$ cat src/design/assert_macros.svh
// ----------------------------------------------------------------------------
// Assertion macros shared by the rate accumulator modules.
// ----------------------------------------------------------------------------
`ifndef ASSERT_MACROS_SVH
`define ASSERT_MACROS_SVH

// Checked on every rising clock edge outside reset.
`define SRA_ASSERT(lbl, prop, msg) \
	lbl: assert property (@(posedge clk) disable iff (!arst_n) prop) else $error(msg);

// Checked on every rising clock edge, reset included.
`define SRA_ASSERT_ALWAYS(lbl, prop, msg) \
	lbl: assert property (@(posedge clk) prop) else $error(msg);

`endif

$ cat src/design/sra_pkg.sv
`timescale 1ns / 1ps
// ----------------------------------------------------------------------------
// sra_pkg
// Types, constants and saturating fixed-point helpers of the rate accumulator.
// ----------------------------------------------------------------------------
package sra_pkg;

	localparam int DATA_W                = 64;
	localparam int FRACTION_BITS_DEFAULT = 32;

	typedef logic signed [DATA_W-1:0] word_t;

	localparam word_t WORD_MAX = {1'b0, {(DATA_W-1){1'b1}}};
	localparam word_t WORD_MIN = {1'b1, {(DATA_W-1){1'b0}}};

	typedef enum logic {
		OP_MUL = 1'b0,
		OP_DIV = 1'b1
	} op_t;

	typedef struct packed {
		logic  start;
		op_t   op;
		word_t a;
		word_t b;
	} unit_req_t;

	typedef struct packed {
		logic  done;
		word_t res;
	} unit_rsp_t;

	function automatic word_t sat_add(word_t a, word_t b);
		word_t s;
		s = a + b;
		if ((a[DATA_W-1] == b[DATA_W-1]) && (s[DATA_W-1] != a[DATA_W-1]))
			return a[DATA_W-1] ? WORD_MIN : WORD_MAX;
		return s;
	endfunction

	function automatic word_t sat_sub(word_t a, word_t b);
		word_t s;
		s = a - b;
		if ((a[DATA_W-1] != b[DATA_W-1]) && (s[DATA_W-1] != a[DATA_W-1]))
			return a[DATA_W-1] ? WORD_MIN : WORD_MAX;
		return s;
	endfunction

	function automatic word_t sat_neg(word_t a);
		return (a == WORD_MIN) ? WORD_MAX : -a;
	endfunction

	function automatic logic [DATA_W-1:0] mag(word_t a);
		return a[DATA_W-1] ? (DATA_W'(0) - DATA_W'(a)) : DATA_W'(a);
	endfunction

	function automatic word_t pack_sat(logic neg, logic hi, logic [DATA_W-1:0] lo);
		if (hi)
			return neg ? WORD_MIN : WORD_MAX;
		if (lo[DATA_W-1])
			return neg ? WORD_MIN : WORD_MAX;
		return neg ? -word_t'(lo) : word_t'(lo);
	endfunction

endpackage

$ cat src/design/sra_muldiv.sv
`timescale 1ns / 1ps
`include "assert_macros.svh"
// ----------------------------------------------------------------------------
// sra_muldiv
// Shared multi-cycle fixed-point multiplier and restoring divider.
// ----------------------------------------------------------------------------
module sra_muldiv import sra_pkg::*; #(
	parameter int FRACTION_BITS = FRACTION_BITS_DEFAULT
) (
	input  logic      clk,
	input  logic      arst_n,
	input  unit_req_t req,
	output unit_rsp_t rsp
);

	localparam int QW = DATA_W + FRACTION_BITS;
	localparam int CW = $clog2(QW + 1);
	localparam int AW = 2 * DATA_W;

	typedef enum logic [4:0] {
		U_IDLE  = 5'b00001,
		U_MUL   = 5'b00010,
		U_MPACK = 5'b00100,
		U_DIV   = 5'b01000,
		U_DRND  = 5'b10000
	} ustate_t;

	ustate_t           state_q;
	logic [CW-1:0]     cnt_q;
	logic              neg_q;
	logic [DATA_W-1:0] x_q;
	logic [DATA_W-1:0] y_q;
	logic [AW-1:0]     acc_q;
	logic [QW-1:0]     nq_q;
	logic [DATA_W-1:0] rem_q;
	logic              done_q;
	word_t             res_q;

	logic [31:0]       x_part;
	logic [31:0]       y_part;
	logic [63:0]       pp;
	logic [1:0]        sh;
	logic [AW-1:0]     acc_sh;
	logic [DATA_W:0]   r2;
	logic              ge;
	logic              rnd;
	logic [QW:0]       qsum;

	always_comb begin
		x_part = x_q[32*cnt_q[1] +: 32];
		y_part = y_q[32*cnt_q[0] +: 32];
		pp     = 64'(x_part) * 64'(y_part);
		sh     = 2'(cnt_q[1]) + 2'(cnt_q[0]);
		acc_sh = acc_q >> FRACTION_BITS;
		r2     = {rem_q, nq_q[QW-1]};
		ge     = r2 >= {1'b0, y_q};
		rnd    = rem_q >= (y_q - rem_q);
		qsum   = {1'b0, nq_q} + (QW+1)'(rnd);
	end

	always_ff @(posedge clk or negedge arst_n) begin
		if (!arst_n) begin
			state_q <= U_IDLE;
			cnt_q   <= '0;
			done_q  <= 1'b0;
		end else begin
			done_q <= 1'b0;
			unique case (state_q)
				U_IDLE: begin
					if (req.start) begin
						cnt_q <= '0;
						if (req.op == OP_MUL)
							state_q <= U_MUL;
						else if (req.b != '0)
							state_q <= U_DIV;
						else
							done_q <= 1'b1;
					end
				end
				U_MUL: begin
					cnt_q <= cnt_q + CW'(1);
					if (cnt_q == CW'(3))
						state_q <= U_MPACK;
				end
				U_MPACK: begin
					done_q  <= 1'b1;
					state_q <= U_IDLE;
				end
				U_DIV: begin
					cnt_q <= cnt_q + CW'(1);
					if (cnt_q == CW'(QW - 1))
						state_q <= U_DRND;
				end
				U_DRND: begin
					done_q  <= 1'b1;
					state_q <= U_IDLE;
				end
				default: state_q <= U_IDLE;
			endcase
		end
	end

	always_ff @(posedge clk) begin
		unique case (state_q)
			U_IDLE: begin
				if (req.start) begin
					neg_q <= req.a[DATA_W-1] ^ req.b[DATA_W-1];
					x_q   <= mag(req.a);
					y_q   <= mag(req.b);
					acc_q <= AW'(1) << (FRACTION_BITS - 1);
					nq_q  <= QW'(mag(req.a)) << FRACTION_BITS;
					rem_q <= '0;
					res_q <= req.a[DATA_W-1] ? WORD_MIN : WORD_MAX;
				end
			end
			U_MUL: begin
				acc_q <= acc_q + (AW'(pp) << {sh, 5'd0});
			end
			U_MPACK: begin
				res_q <= pack_sat(neg_q, |acc_sh[AW-1:DATA_W], acc_sh[DATA_W-1:0]);
			end
			U_DIV: begin
				rem_q <= ge ? DATA_W'(r2 - {1'b0, y_q}) : r2[DATA_W-1:0];
				nq_q  <= {nq_q[QW-2:0], ge};
			end
			U_DRND: begin
				res_q <= pack_sat(neg_q, |qsum[QW:DATA_W], qsum[DATA_W-1:0]);
			end
			default: ;
		endcase
	end

	assign rsp = '{done: done_q, res: res_q};

	`SRA_ASSERT(a_start_when_idle, req.start |-> (state_q == U_IDLE), "start while busy")
	`SRA_ASSERT(a_done_pulse, rsp.done |=> !rsp.done, "done held for two cycles")
	`SRA_ASSERT(a_mpack_after_mul, (state_q == U_MPACK) |-> $past(state_q == U_MUL),
		"product packed without accumulation")

endmodule

$ cat config.mk
export PLATFORM = sky130hd
export DESIGN_NAME = sra_muldiv
export DESIGN_NICKNAME = d
export VERILOG_FILES = /design/src/design/sra_pkg.sv /design/src/design/sra_muldiv.sv
export VERILOG_INCLUDE_DIRS = /design/src /design/src/design
export SDC_FILE = /design/constraint.sdc
export NUM_CORES = 2
export LEC_CHECK = 0
export BUFFER_PORTS_ARGS = -buffer_cell sky130_fd_sc_hd__buf_2
export CAP_MARGIN = 20
export CORE_ASPECT_RATIO = 2
export CORE_MARGIN = 1.5
export CORE_UTILIZATION = 65
export DETAILED_ROUTE_END_ITERATION = 8
export GPL_ROUTABILITY_DRIVEN = 1
export PLACE_DENSITY = 0.91
export SLEW_MARGIN = 20
export SYNTH_ARGS = -nofsm -noshare
export SYNTH_HDL_FRONTEND = slang
export SYNTH_SLANG_ARGS = --single-unit
$ cat constraint.sdc
create_clock -name clk -period 19.3 [get_ports clk]
set_input_delay 3.86 -clock clk [delete_from_list [all_inputs] [get_ports clk]]
set_output_delay 3.86 -clock clk [all_outputs]
set_load 0.02 [all_outputs]
==> reports/summary.txt <==
outcome: finished, violations left
violated checks: design-rule violations
via count: 72,900
post_cts resized: 0
DIE AREA: 123,000 sq um
Vias/cell: 6.69
area grow syn2layout: 5.28%
Die H: 494 microns
RR Startpoint: cnt_q[0]
Synth Warn #: 0
gp weighted congestion: 1.07
Post-DP HPWL: 209,000 microns
CP Launch Type: flip-flop
top_reg_cell synth: edfxtp_1
Clock Latency Late Sink: 720 ps
max-cap violations: 0
Nets: 10,900
Starting Density: 65.4%
CTS Sinks: 494
final hold viol count: 0
crit-path max cell delay: 1050 ps
Tightest Hold Check Type: flip-flop to flip-flop
Slew HR: 19.2%
met2 GRT Util: 66.7%
gr ovfl total: 0
initial DRC count: 9,575
fin crit period: 14,950 ps
setup_tns: 0 ps
Detail Route Antenna Nets: 0
Crit-path slowest cell: o21a_1
CTS tree: built
Post-Syn Nets: 11,000
gr usage total: 44.1%
vias in the first global route: 71,300
largest cells by area after synthesis: fa_1 (23%), edfxtp_1 (18%), ha_1 (9.4%), nor2_1 (5.7%), inv_1 (5.7%)
Remaining DRCs: 2
post-synthesis async set-or-reset flop share: 2.63%
drt pass-1 iters: 9
CTS root buf: clkbuf_16
most frequent cell on the critical path: fa_1
setup slack, reg-to-reg: 4350 ps
Core ar.: 120,000 sq um
Total Wirelength: 273,000 microns
worst slew pin tran: 1210 ps
fin crit share: 77.5%
routed len/inst: 25.1 microns
top-area cell type share of the netlist area: 23.0%
layout cells sized above 1: 6.06%
maximum clock path buffer count: 3
PortBufs: 196
met1 Use GR: 53.5%
Layout Skew: 80.7 ps
first-pass GRT wire length: 413,000 microns
Hold Buf Count CTS: 0
Post-synth EDFFs: 481
worst slack, placed: 4690 ps
num rows: 180
Final setup violation count: 0
Max H-tree Level: 2
Reg2Reg Depth: 43
RSZ-0062 raised after global routing: no
register area share after synthesis: 18.9%
Fillers: 9,246
Worst Path Required: 19,760 ps
end point of the critical path: acc_q[122]
Synth cell types: 83
busiest grt layer: met2
crit path max fanout: 89
Crit. End Element: flip-flop
TritonCTS Buffers: 50
capturing point of the worst reg2reg path: acc_q[122]
Syn Inst Count: 9,373
PnR worst setup slack: 4350 ps
post-CTS setup buffers: 0
synthesized area: 78,400 sq um
largest net degree at the start of global routing: 186
initial antenna violation count: 16
Worst Hold Depth: 1
Critical path origin: cnt_q[0]
Die Wd: 249 microns
CP Class: flip-flop to flip-flop
worst path arrival time: 15,410 ps
Mean Syn Cell Area: 8.36 sq um
Synth Register Bits: 494
Synth area leader: fa_1
Clock transition at path regs: 70 ps
max-slew violation count: 0
fmax: 66.9 MHz
# IOs: 197
grt met3 use: 12.6%
[stage by stage]
| stage | util (%) | cells | hold slack (ps) | cell area [sq um] |
|---|---|---|---|---|
| 2_1_floorplan | - | 9373 | 478 | 78400 |
| 3_3_place_gp | 67.4 | 10800 | 508 | 80700 |
| 3_5_place_dp | 67.4 | 10800 | 514 | 80700 |
| 4_1_cts | 68.8 | 10900 | 530 | 82500 |
| 5_1_grt | 68.8 | 10900 | 541 | 82500 |
| 6_report | 68.8 | 10900 | 529 | 82500 |
[critical path: cells and delay by family, from the launching register on]
kind | cells | cell delay [ps]
buffers and inverters | 5 | 920
xor gates and xnor gates | 1 | 160
muxes | 2 | 480
AOI/OAI and AO/OA | 20 | 6680
DFF | 1 | 530
adders and majority gates | 10 | 5000
and+or+nand+nor | 5 | 840
[synthesized netlist by cell type, drive strengths merged (78+ instances only)]
cell type	instances
o21ai	414
a21o	226
edfxtp	481
mux2i	78
fa	899
a21oi	593
nand3	165
xor2	176
ha	588
clkbuf	404
a31oi	84
nor3	150
inv	1195
nor2	1198
nand4	149
xnor2	363
nand2	1015
and2	98
[flip-flops by register name (all words and copies together) (netlist names)]
register	count
state_q	5
y_q	64
cnt_q	7
acc_q	128
res_q	64
rem_q	64
neg_q	1
x_q	64
nq_q	96
done_q	1
[cell type report]
| type | count | area, sq um | area share, % |
|---|---|---|---|
| Clock inverter | 40 | 470 | 0.570 |
| Clock buffer | 53 | 1260 | 1.53 |
| Inverter | 1197 | 4500 | 5.45 |
| Tap cell | 1547 | 1940 | 2.35 |
| Antenna cell | 9 | 22.5 | 0.0273 |
| Multi-Input combinational cell | 7240 | 57600 | 69.9 |
| Timing Repair Buffer | 317 | 1900 | 2.31 |
| Sequential cell | 494 | 14800 | 17.9 |
[kinds of logic (layout without fill, tap and decap cells)]
group	Yosys count	in the layout	synth area share, %
XOR/XNOR	539	539	6.02
flip-flops	494	494	18.9
other	0	9	0
AND/OR/NAND/NOR	3219	3219	18.4
adder cells (fa/ha/maj)	1487	1487	32.4
buffers and inverters	1639	1607	7.88
AO/OA/AOI/OAI	1870	1870	14.8
multiplexers	125	125	1.67
[worst min path at each step]
stage                  start       end  slack, ps
global placement    cnt_q[5]  cnt_q[5]        510
CTS                 cnt_q[3]  cnt_q[3]        530
floorplan           cnt_q[3]  cnt_q[3]        480
finish              cnt_q[3]  cnt_q[3]        530
detailed placement  cnt_q[5]  cnt_q[5]        510
global route        cnt_q[5]  cnt_q[5]        540
[cell usage in the layout, fill, tap and decap left out, types with 47 or more instances in the layout]
master        n
ha_1        588
edfxtp_1    481
a21oi_1     592
nand4_1     149
nor3_1      150
mux2i_1      53
or3_1        54
fa_1        899
o22ai_1      59
and2_1       98
nand3_1     164
xnor2_1     363
a21o_1      226
inv_1      1193
o21ai_0     387
a31oi_1      84
nand2b_1     75
o21a_1       61
o21bai_1     70
buf_4       120
o31ai_1      75
buf_2       196
and3_1       60
xor2_1      176
clkbuf_16    50
mux2_2       47
nor2b_1      49
nor4_1       64
nand2_1    1012
nor2_1     1196
[metal layers]
layer | part of all wire (%) | wire, microns
met5 | 0.097 | 266
met3 | 14 | 37400
met2 | 43 | 118000
met1 | 34 | 92300
met4 | 9.4 | 25800
Power is left out: the tool's default activity adds up to more than one toggle a clock period on the data nets, which glitch-free logic cannot reach.
